**src/rtl/tlqv_pkg.sv**
```systemverilog
package tlqv_pkg;

   // field widths
   localparam int CoordW = 24;
   localparam int WidthW = 16;
   localparam int ColorW = 32;
   localparam int CfgW   = 13;
   localparam int OutW   = 20;
   localparam int IdxW   = 3;

   // internal widths
   localparam int DiffW  = 24;   // magnitude of a coordinate difference
   localparam int SqW    = 48;   // square of a difference
   localparam int ProdW  = 40;   // difference times stroke width
   localparam int RadW   = 64;   // radicand of the length root
   localparam int SqrtW  = 32;   // segment length, Q15
   localparam int RemW   = 33;   // root remainder
   localparam int OffDW  = 32;   // offset divisor
   localparam int OffQW  = 28;   // offset quotient, clamped at 2^27
   localparam int OffW   = 29;   // signed offset
   localparam int PosW   = 30;   // signed vertex position, Q8 pixels
   localparam int MapDW  = 13;   // mapping divisor
   localparam int MapQW  = 22;   // mapping quotient, clamped at 2^21

   localparam logic [IdxW-1:0] LastIdx = 3'd5;
   localparam logic signed [OutW-1:0] TexX = -20'sd65536;
   localparam logic signed [OutW-1:0] TexY = 20'sd65536;
   localparam logic signed [24:0] QOne = 25'sd65536;
   localparam logic signed [24:0] SatMax = 25'sd524287;
   localparam logic signed [24:0] SatMin = -25'sd524288;
   localparam logic [CfgW-1:0] CanvasReset = 13'd1024;

   // primitive kinds
   localparam logic CmdRect = 1'b0;
   localparam logic CmdLine = 1'b1;

   // register indexes
   localparam logic RegWidth  = 1'b0;
   localparam logic RegHeight = 1'b1;

   typedef struct packed {
      logic                     cmd;
      logic signed [CoordW-1:0] x0;
      logic signed [CoordW-1:0] y0;
      logic signed [CoordW-1:0] x1;
      logic signed [CoordW-1:0] y1;
      logic [ColorW-1:0]        color;
   } tlqv_prim_type;

   typedef struct packed {
      tlqv_prim_type    prim;
      logic             neg_x;
      logic             neg_y;
      logic [ProdW-1:0] prod_x;
      logic [ProdW-1:0] prod_y;
   } tlqv_geom_type;

   typedef struct packed {
      tlqv_prim_type          prim;
      logic signed [OffW-1:0] ox;
      logic signed [OffW-1:0] oy;
   } tlqv_quad_type;

   typedef struct packed {
      logic [ColorW-1:0] color;
      logic [IdxW-1:0]   idx;
   } tlqv_vtx_type;

endpackage

```
**src/rtl/tlqv_div_pipe.sv**
```systemverilog
module tlqv_div_pipe #(
   parameter int DW = 13,
   parameter int QW = 22,
   parameter int TW = 1
) (
   input  logic             clock,
   input  logic             reset,
   input  logic             en,
   input  logic             in_valid,
   input  logic [DW+QW-1:0] in_num,
   input  logic [DW-1:0]    in_den,
   input  logic [TW-1:0]    in_tag,
   output logic             out_valid,
   output logic [QW-1:0]    out_quot,
   output logic [TW-1:0]    out_tag
);

   // one quotient bit per stage; numerator low bits shift out as quotient bits shift in
   logic          valid_ff [QW];
   logic [DW-1:0] rem_ff   [QW];
   logic [QW-1:0] lq_ff    [QW];
   logic [DW-1:0] den_ff   [QW];
   logic [TW-1:0] tag_ff   [QW];

   for (genvar i = 0; i < QW; i++) begin : g_stage
      logic          valid_src;
      logic [DW-1:0] rem_src;
      logic [DW-1:0] den_src;
      logic [QW-1:0] lq_src;
      logic [TW-1:0] tag_src;
      logic [DW:0]   trial;
      logic [DW:0]   diff;
      logic          ge;
      logic [DW-1:0] rem_in;
      logic [QW-1:0] lq_in;

      if (i == 0) begin : g_head
         assign valid_src = in_valid;
         assign rem_src   = in_num[DW+QW-1:QW];
         assign lq_src    = in_num[QW-1:0];
         assign den_src   = in_den;
         assign tag_src   = in_tag;
      end else begin : g_body
         assign valid_src = valid_ff[i-1];
         assign rem_src   = rem_ff[i-1];
         assign lq_src    = lq_ff[i-1];
         assign den_src   = den_ff[i-1];
         assign tag_src   = tag_ff[i-1];
      end

      // restoring step
      assign trial  = {rem_src, lq_src[QW-1]};
      assign diff   = trial - {1'b0, den_src};
      assign ge     = trial >= {1'b0, den_src};
      assign rem_in = ge ? diff[DW-1:0] : trial[DW-1:0];
      assign lq_in  = {lq_src[QW-2:0], ge};

      always_ff @(posedge clock) begin
         if (reset) begin
            valid_ff[i] <= 1'b0;
         end else if (en) begin
            valid_ff[i] <= valid_src;
         end
      end

      always_ff @(posedge clock) begin
         if (en) begin
            rem_ff[i] <= rem_in;
            lq_ff[i]  <= lq_in;
            den_ff[i] <= den_src;
            tag_ff[i] <= tag_src;
         end
      end
   end

   assign out_valid = valid_ff[QW-1];
   assign out_quot  = lq_ff[QW-1];
   assign out_tag   = tag_ff[QW-1];

endmodule

```
**src/rtl/tlqv_map.sv**
```systemverilog
module tlqv_map (
   input  logic                             clock,
   input  logic                             reset,
   input  logic                             en,
   input  logic                             in_valid,
   input  logic signed [tlqv_pkg::PosW-1:0] in_px,
   input  logic signed [tlqv_pkg::PosW-1:0] in_py,
   input  tlqv_pkg::tlqv_vtx_type           in_vtx,
   input  logic [tlqv_pkg::CfgW-1:0]        canvas_width,
   input  logic [tlqv_pkg::CfgW-1:0]        canvas_height,
   output logic                             out_valid,
   output logic signed [tlqv_pkg::OutW-1:0] out_x,
   output logic signed [tlqv_pkg::OutW-1:0] out_y,
   output tlqv_pkg::tlqv_vtx_type           out_vtx
);

   localparam int VtxW  = $bits(tlqv_pkg::tlqv_vtx_type);
   localparam int ScW   = tlqv_pkg::PosW + 10;
   localparam int NumW  = tlqv_pkg::MapDW + tlqv_pkg::MapQW;
   localparam int LimW  = NumW - 1;

   // stage b: magnitude in Q17 plus half divisor
   logic [tlqv_pkg::MapDW-1:0] den_x;
   logic [tlqv_pkg::MapDW-1:0] den_y;
   logic [tlqv_pkg::PosW-1:0]  neg_px;
   logic [tlqv_pkg::PosW-1:0]  neg_py;
   logic [tlqv_pkg::PosW-1:0]  mag_x;
   logic [tlqv_pkg::PosW-1:0]  mag_y;
   logic                       b_valid_ff;
   logic [ScW-1:0]             b_mx_ff;
   logic [ScW-1:0]             b_my_ff;
   logic [tlqv_pkg::MapDW-1:0] b_dx_ff;
   logic [tlqv_pkg::MapDW-1:0] b_dy_ff;
   logic                       b_negx_ff;
   logic                       b_negy_ff;
   tlqv_pkg::tlqv_vtx_type     b_vtx_ff;

   assign den_x  = (canvas_width == '0)  ? tlqv_pkg::MapDW'(1) : canvas_width;
   assign den_y  = (canvas_height == '0) ? tlqv_pkg::MapDW'(1) : canvas_height;
   assign neg_px = -in_px;
   assign neg_py = -in_py;
   assign mag_x  = in_px[tlqv_pkg::PosW-1] ? neg_px : in_px;
   assign mag_y  = in_py[tlqv_pkg::PosW-1] ? neg_py : in_py;

   always_ff @(posedge clock) begin
      if (reset) begin
         b_valid_ff <= 1'b0;
      end else if (en) begin
         b_valid_ff <= in_valid;
      end
   end

   always_ff @(posedge clock) begin
      if (en) begin
         b_mx_ff   <= {1'b0, mag_x, 9'b0} + ScW'(den_x[tlqv_pkg::MapDW-1:1]);
         b_my_ff   <= {1'b0, mag_y, 9'b0} + ScW'(den_y[tlqv_pkg::MapDW-1:1]);
         b_dx_ff   <= den_x;
         b_dy_ff   <= den_y;
         b_negx_ff <= in_px[tlqv_pkg::PosW-1];
         b_negy_ff <= in_py[tlqv_pkg::PosW-1];
         b_vtx_ff  <= in_vtx;
      end
   end

   // stage c: clamp so the quotient never passes 2^21, far past saturation
   logic [LimW-1:0]            lim_x;
   logic [LimW-1:0]            lim_y;
   logic                       c_valid_ff;
   logic [NumW-1:0]            c_numx_ff;
   logic [NumW-1:0]            c_numy_ff;
   logic [tlqv_pkg::MapDW-1:0] c_dx_ff;
   logic [tlqv_pkg::MapDW-1:0] c_dy_ff;
   logic                       c_negx_ff;
   logic                       c_negy_ff;
   tlqv_pkg::tlqv_vtx_type     c_vtx_ff;

   assign lim_x = {b_dx_ff, {(tlqv_pkg::MapQW-1){1'b0}}};
   assign lim_y = {b_dy_ff, {(tlqv_pkg::MapQW-1){1'b0}}};

   always_ff @(posedge clock) begin
      if (reset) begin
         c_valid_ff <= 1'b0;
      end else if (en) begin
         c_valid_ff <= b_valid_ff;
      end
   end

   always_ff @(posedge clock) begin
      if (en) begin
         c_numx_ff <= (b_mx_ff >= ScW'(lim_x)) ? {1'b0, lim_x} : {1'b0, b_mx_ff[LimW-1:0]};
         c_numy_ff <= (b_my_ff >= ScW'(lim_y)) ? {1'b0, lim_y} : {1'b0, b_my_ff[LimW-1:0]};
         c_dx_ff   <= b_dx_ff;
         c_dy_ff   <= b_dy_ff;
         c_negx_ff <= b_negx_ff;
         c_negy_ff <= b_negy_ff;
         c_vtx_ff  <= b_vtx_ff;
      end
   end

   // mapping dividers
   logic                       dvx_valid;
   logic [tlqv_pkg::MapQW-1:0] dvx_quot;
   logic [VtxW:0]              dvx_tag;
   logic                       dvy_valid;
   logic [tlqv_pkg::MapQW-1:0] dvy_quot;
   logic                       dvy_tag;

   tlqv_div_pipe #(
      .DW (tlqv_pkg::MapDW),
      .QW (tlqv_pkg::MapQW),
      .TW (VtxW + 1)
   ) u_div_x (
      .clock     (clock),
      .reset     (reset),
      .en        (en),
      .in_valid  (c_valid_ff),
      .in_num    (c_numx_ff),
      .in_den    (c_dx_ff),
      .in_tag    ({c_vtx_ff, c_negx_ff}),
      .out_valid (dvx_valid),
      .out_quot  (dvx_quot),
      .out_tag   (dvx_tag)
   );

   tlqv_div_pipe #(
      .DW (tlqv_pkg::MapDW),
      .QW (tlqv_pkg::MapQW),
      .TW (1)
   ) u_div_y (
      .clock     (clock),
      .reset     (reset),
      .en        (en),
      .in_valid  (c_valid_ff),
      .in_num    (c_numy_ff),
      .in_den    (c_dy_ff),
      .in_tag    (c_negy_ff),
      .out_valid (dvy_valid),
      .out_quot  (dvy_quot),
      .out_tag   (dvy_tag)
   );

   // output stage: signed quotient, offset by one, saturate
   logic signed [24:0] qx_mag;
   logic signed [24:0] qy_mag;
   logic signed [24:0] qx;
   logic signed [24:0] qy;
   logic signed [24:0] full_x;
   logic signed [24:0] full_y;
   logic                             o_valid_ff;
   logic signed [tlqv_pkg::OutW-1:0] o_x_ff;
   logic signed [tlqv_pkg::OutW-1:0] o_y_ff;
   tlqv_pkg::tlqv_vtx_type           o_vtx_ff;

   assign qx_mag = $signed(25'(dvx_quot));
   assign qy_mag = $signed(25'(dvy_quot));
   assign qx     = dvx_tag[0] ? -qx_mag : qx_mag;
   assign qy     = dvy_tag ? -qy_mag : qy_mag;
   assign full_x = qx - tlqv_pkg::QOne;
   assign full_y = tlqv_pkg::QOne - qy;

   always_ff @(posedge clock) begin
      if (reset) begin
         o_valid_ff <= 1'b0;
      end else if (en) begin
         o_valid_ff <= dvx_valid;
      end
   end

   always_ff @(posedge clock) begin
      if (en) begin
         if (full_x > tlqv_pkg::SatMax) begin
            o_x_ff <= tlqv_pkg::SatMax[tlqv_pkg::OutW-1:0];
         end else if (full_x < tlqv_pkg::SatMin) begin
            o_x_ff <= tlqv_pkg::SatMin[tlqv_pkg::OutW-1:0];
         end else begin
            o_x_ff <= full_x[tlqv_pkg::OutW-1:0];
         end
         if (full_y > tlqv_pkg::SatMax) begin
            o_y_ff <= tlqv_pkg::SatMax[tlqv_pkg::OutW-1:0];
         end else if (full_y < tlqv_pkg::SatMin) begin
            o_y_ff <= tlqv_pkg::SatMin[tlqv_pkg::OutW-1:0];
         end else begin
            o_y_ff <= full_y[tlqv_pkg::OutW-1:0];
         end
         o_vtx_ff <= dvx_tag[VtxW:1];
      end
   end

   assign out_valid = o_valid_ff;
   assign out_x     = o_x_ff;
   assign out_y     = o_y_ff;
   assign out_vtx   = o_vtx_ff;

   // y divider runs in lockstep with x divider
   logic unused_dvy_valid;
   assign unused_dvy_valid = dvy_valid;

endmodule

```
**config.mk**
```make
export PLATFORM = sky130hd
export DESIGN_NAME = tlqv_map
export DESIGN_NICKNAME = d
export VERILOG_FILES = /design/src/rtl/tlqv_pkg.sv /design/src/rtl/tlqv_div_pipe.sv /design/src/rtl/tlqv_map.sv
export SDC_FILE = /design/constraint.sdc
export NUM_CORES = 2
export LEC_CHECK = 0
export ABC_AREA = 1
export BUFFER_PORTS_ARGS = -buffer_cell sky130_fd_sc_hd__buf_2
export CORE_MARGIN = 1
export CORE_UTILIZATION = 63
export DETAILED_ROUTE_END_ITERATION = 7
export PLACE_DENSITY = 0.9
export SKIP_CTS_REPAIR_TIMING = 1
export SYNTH_ARGS = -nofsm -noshare
export SYNTH_HDL_FRONTEND = slang
export SYNTH_SLANG_ARGS = --single-unit
```
**constraint.sdc**
```tcl
create_clock -name clock -period 4.3 [get_ports clock]
set_clock_uncertainty 0.2 [all_clocks]
set_input_delay 0.43 -clock clock [delete_from_list [all_inputs] [get_ports clock]]
set_output_delay 0.43 -clock clock [all_outputs]
set_load 0.005 [all_outputs]
```
Yosys cells after proc, flatten, opt, wreduce, memory -nomap -nowiden
Memories as Yosys holds them, arrays and structs flattened. A register that Yosys moved wholly into a read port is not among the register bits. Index checks and enable logic that the tools add are counted.

Bits in registers: 351. RAM bits: 2948. Input port bits: 125. Word-level logic and storage cells: 243. Memories kept: 9.

Memories: u_div_x.tag_ff (words 22, bits a word 36, read ports 22, clocked after Yosys merged registers in 0, write ports 22, line tlqv_div_pipe.sv:23) `logic [TW-1:0] tag_ff [QW];`; u_div_x.lq_ff (words 22, bits a word 22, read ports 22, clocked after Yosys merged registers in 0, write ports 22, line tlqv_div_pipe.sv:21) `logic [QW-1:0] lq_ff [QW];`; u_div_y.lq_ff (words 22, bits a word 22, read ports 22, clocked after Yosys merged registers in 0, write ports 22, line tlqv_div_pipe.sv:21); u_div_x.den_ff (words 22, bits a word 13, read ports 21, clocked after Yosys merged registers in 0, write ports 22, line tlqv_div_pipe.sv:22) `logic [DW-1:0] den_ff [QW];`; u_div_x.rem_ff (words 22, bits a word 13, read ports 21, clocked after Yosys merged registers in 0, write ports 22, line tlqv_div_pipe.sv:20) `logic [DW-1:0] rem_ff [QW];`; u_div_y.den_ff (words 22, bits a word 13, read ports 21, clocked after Yosys merged registers in 0, write ports 22, line tlqv_div_pipe.sv:22); +3 memories.

Add/subtract/negate cells: 52. Magnitude comparators: 50. Muxes and demuxes: 82. Bitwise gates (word level): 22. Reductions and logical operators: 2.

Operators by type and width (count): 2-to-1 mux 13 bit (46); >= comparator 14 x 13 -> 1 bit (42); subtractor 13 bit (44); adder 39 x 12 -> 40 bit (2); >= comparator 40 x 34 -> 1 bit (2); 2-to-1 mux 34 bit (2); 2-to-1 mux 30 bit (2); negator 30 bit (2); > comparator 25 x 20 -> 1 bit, second input constant (2); < comparator 25 x 20 -> 1 bit, second input constant (2); 2-to-1 mux 25 bit (2); negator 22 -> 25 bit (2); 2-to-1 mux 20 bit (2); 2-to-1 mux 1 bit (28); >= comparator 13 bit (2); zero test 13 bit (2); subtractor 18 x 25 -> 25 bit, first input constant (1); subtractor 25 x 18 -> 25 bit, second input constant (1); OR 1 bit (22).

Depth between registers and ports, before layout
An unclocked memory read counts as a cell.

Depth in word-level cells: 6. Gate-level depth with buffers: 23.

Modules after synthesis
Synthesis repeated with hierarchy kept, for this count alone.

Cells, all modules: 14030. Area, all modules: 156339.9 um^2.

By module, submodules not included: tlqv_div_pipe (u_div_x) (times used 1, cells an instance 6449, area each 80823.8 um^2, seq. area each 55373.1 um^2); tlqv_div_pipe (u_div_y) (times used 1, cells an instance 5684, area each 57707.8 um^2, seq. area each 32250.9 um^2); tlqv_map (times used 1, cells an instance 1897, area each 17808.3 um^2, seq. area each 9999.6 um^2).

Worst setup path after synthesis
No wires, ideal clock.

Path type: input -> register. From: input port in_py[29] (netlist name). To: register b_my_ff[34] (data pin). Setup time: 0.258 ns. Data arrival time: 3.086 ns. Data required time: 3.842 ns. Path slack: 0.756 ns. Stages on the path: 18. Buffers on the path: 3. Cells stage by stage: buf_2 -> clkbuf_1 -> clkbuf_1 -> o21ai_0 -> ha_1 -> inv_1 -> o31ai_1 -> nand2_1 -> nor2_1 -> nand3_1 -> nor2_1 -> nand4_1 -> nor2_1 -> nand2_1 -> nor2_1 -> nand2_1 -> o21ai_0 -> nand2_1.

Longest elaborated chain between the ends: 2.

Ends and longest elaborated chain: start, declared (line tlqv_map.sv:7) `input logic signed [tlqv_pkg::PosW-1:0] in_py,`; 2-to-1 mux 30 bit (line tlqv_map.sv:43) `assign mag_y = in_py[tlqv_pkg::PosW-1] ? neg_py : in_py;`; adder 39 x 12 -> 40 bit (line tlqv_map.sv:56) `b_my_ff <= {1'b0, mag_y, 9'b0} + ScW'(den_y[tlqv_pkg::MapDW-1:1]);`; end signal, assigned (line tlqv_map.sv:56); end, declared (line tlqv_map.sv:31) `logic [ScW-1:0] b_my_ff;`.

No other way between the ends. A chain may end at the register's enable or synchronous reset.

==> impl_metrics.json <==
{
  "stdcell_count": 13800,
  "grt_pass1_wl_um": 410000,
  "min_period_ps": 4050,
  "die_h_um": 465,
  "hold_depth": 5,
  "cp-end-kind": "register",
  "synth_ff_type": "edfxtp_1",
  "antenna_found_initial": 2,
  "hold_path_startpoint": "in_py[24]",
  "cp-start-kind": "register",
  "worst_pin_slew_ps": 1010,
  "viasPerCell": 5.69,
  "start_util_pct": 63.6,
  "rows": 169,
  "hold_viol_final": 0,
  "grt_usage_pct": 24.1,
  "maxCapViolCount": 0,
  "relSlewSlack_pct": 32.9,
  "min_period_over_period_pct": 94.1,
  "cp_max_fo": 26,
  "drt_iter0_markers": 7544,
  "synth_seq_cells": 3230,
  "cts_root_buf": "clkbuf_16",
  "report.final.slew_viol_count": 0,
  "area_delta_synth_final_pct": 12.7,
  "synth_cells": 10000,
  "wl_per_cell_um": 19.2,
  "port_buffers": 200,
  "core_area_um2": 213000,
  "die_area_um2": 217000,
  "rr_worst_depth": 11,
  "clock-sinks": 3230,
  "synth_edf_count": 3227,
  "drive_above_1_share_pct": 9.21,
  "cp_slowest_stage_delay_ps": 660,
  "cts_tree": "done",
  "hpwlAfterDp_um": 172000,
  "crit_start": "u_div_y.den_ff[0][65]$_DFFE_PP_",
  "setup_viol": 0,
  "hp-class": "primary input to register",
  "cts_buffers": 329,
  "avgSynthCellArea_um2": 13.5,
  "synth.cell_area_um2": 135000,
  "vdd_ir_drop_max_mv": 0.560,
  "worst_path_max_delay_cell": "o21ai_0",
  "yosysWarnings": 0,
  "run_status": "completed",
  "arrival_ps": 4610,
  "drtPass1Iterations": 7,
  "required_ps": 4860,
  "drc": 0,
  "nets": 11500,
  "synth_seq_area_share_pct": 71.7,
  "clockBufferDepth": 4,
  "clock_latency_ps": 980,
  "path_class": "register to register",
  "grt_pass1_vias": 78800,
  "tns_ps": 0,
  "path_cells": "ha_1 > fa_1 > o21ai_0 > a21oi_1 > o21ai_0 > nand3_1 > nand3b_1 > nand2_1 > nand2_2 > nor2_1 > a21oi_1",
  "grt_overflow": 0,
  "num_vias": 78400,
  "gp_congestion": 0.942,
  "ios": 201,
  "synth_cell_types": 66,
  "clkTransAtPathRegs_ps": 70,
  "placed_area_um2": 141000,
  "power_density_nw_per_um2": 624,
  "die_w_um": 465,
  "placedCellCount": 13000,
  "synth-async-reset-ratio_pct": 0,
  "routed_wl_um": 264000,
  "final_cell_area_um2": 153000,
  "max_freq_mhz": 247,
  "worstReg2RegStart": "u_div_y.den_ff[0][65]$_DFFE_PP_",
  "rsz0062_at_grt": "false",
  "grt_max_degree": 136,
  "leakage_nw": 59.5,
  "drtAntennaViolNets": 0,
  "cts_max_level": 5,
  "num-fill-cells": 13100
}
[routing by layer]
layer | vias to the layer above | global-route usage [%] | wire (um)
met5 | - | 0 | 13
met1 | 37500 | 27.1 | 97700
met2 | 3091 | 44.4 | 140000
li1 | 37000 | - | -
met4 | 2 | 11.6 | 12900
met3 | 775 | 3.81 | 13800
[critical path: cells and delay by family, from the launching register on]
family	cells	cell delay [ps]
AO/OA/AOI/OAI	4	1600
AND/OR/NAND/NOR	5	880
flip-flops	1	450
adder cells (fa/ha/maj)	2	710
[cell type report]
type	count	area (um^2)	area share, %
sequential	3230	97000	63.6
multi-input combinational	5623	33800	22.2
clock buffer	395	8630	5.66
timing repair buffer	521	4290	2.81
inverter	1022	3840	2.52
tap	2821	3530	2.31
clock inverter	167	1460	0.956
antenna	3	7.51	0.00492
[report_power, final]
part / total (W) / leakage [nW] / switching [W] / internal (W)
Clock: 0.0271 / 4.94 / 0.0114 / 0.0157
Combinational: 0.0248 / 23.0 / 0.0152 / 0.00954
Sequential: 0.0433 / 31.6 / 0.00246 / 0.0408
[flip-flops by register name, summed over array words and instances, names as in the netlist, 4 cells and up]
signal	flops
out_x	20
u_div_y.tag_ff	22
u_div_x.rem_ff	273
out_y	20
u_div_y.rem_ff	273
u_div_x.tag_ff	792
u_div_x.den_ff	273
c_numy_ff	34
b_vtx_ff	35
b_dx_ff	4
u_div_x.valid_ff	22
c_dx_ff	13
u_div_y.den_ff	273
b_dy_ff	4
b_my_ff	40
b_mx_ff	40
c_vtx_ff	35
u_div_y.lq_ff	484
c_dy_ff	13
c_numx_ff	34
u_div_x.lq_ff	484
out_vtx	35
[through the flow]
| stage | hold slack, ps | power (W) | util, % | worst slack (ps) |
|---|---|---|---|---|
| finish | 23.0 | 0.0952 | 71.7 | 252 |
| global route | 6.81 | 0.0997 | 71.7 | 80.5 |
| CTS | -647 | 0.0950 | 70.9 | 242 |
| detailed placement | 205 | 0.0671 | 66.2 | 367 |
| global placement | 200 | 0.0656 | 66.2 | 376 |
| floorplan | 200 | 0.0604 | - | 756 |
[synthesized netlist by cell type (25+ instances only)]
cell type	number	area share [%]
or2_2	75	0.35
edfxtp_1	3227	72
ha_1	611	5.6
a31oi_1	39	0.18
xnor2_1	200	1.3
o21bai_1	58	0.32
a21o_1	57	0.32
nand4_1	53	0.25
a21oi_1	993	3.7
nor3_1	44	0.16
nand3_1	323	1.2
inv_1	1011	2.8
nor2_1	1107	3.1
fa_1	44	0.65
o21ai_0	373	1.4
nor2_2	25	0.12
xor2_1	302	2.0
buf_4	27	0.15
clkbuf_1	77	0.21
nand2_2	35	0.16
buf_2	25	0.092
nand2_1	1086	3.0
[kinds of logic after synthesis]
logic type	count (synthesis)	synth area share, %
compound gates	1629	6.56
other cells	1	0.00277
xor+xnor	505	3.29
mux	2	0.0166
flops	3230	71.7
buf+inv	1158	3.35
fa+ha+maj	655	6.30
simple gates	2830	8.82
[placed cells by master (no fill, tap or decap), types with 26 or more instances in the layout]
cell,instances
edfxtp_1,3227
nor2_1,1106
nand2_1,1085
inv_1,1011
a21oi_1,993
ha_1,611
o21ai_0,373
clkbuf_16,335
nand3_1,323
xor2_1,302
xnor2_1,200
buf_2,199
dlygate4sd3_1,169
buf_4,117
or2_2,75
clkinv_1,67
o21bai_1,58
clkbuf_1,58
a21o_1,57
clkinv_2,54
nand4_1,53
nor3_1,44
fa_1,44
a31oi_1,39
nand2_2,36
buf_12,36
nor2_2,26
[path summary, 6_finish.rpt]
| path | slack (ps) | to |
|---|---|---|
| worst max-delay path | 250 | u_div_y.rem_ff[3][3]$_DFFE_PP_ |
| worst min register to register | 160 | u_div_y.lq_ff[0][109]$_DFFE_PP_ |
| worst min-delay path | 20 | b_my_ff[33]$_DFFE_PP_ |
| worst max register to register | 250 | u_div_y.rem_ff[3][3]$_DFFE_PP_ |
(Power assumes the default switching activity.)
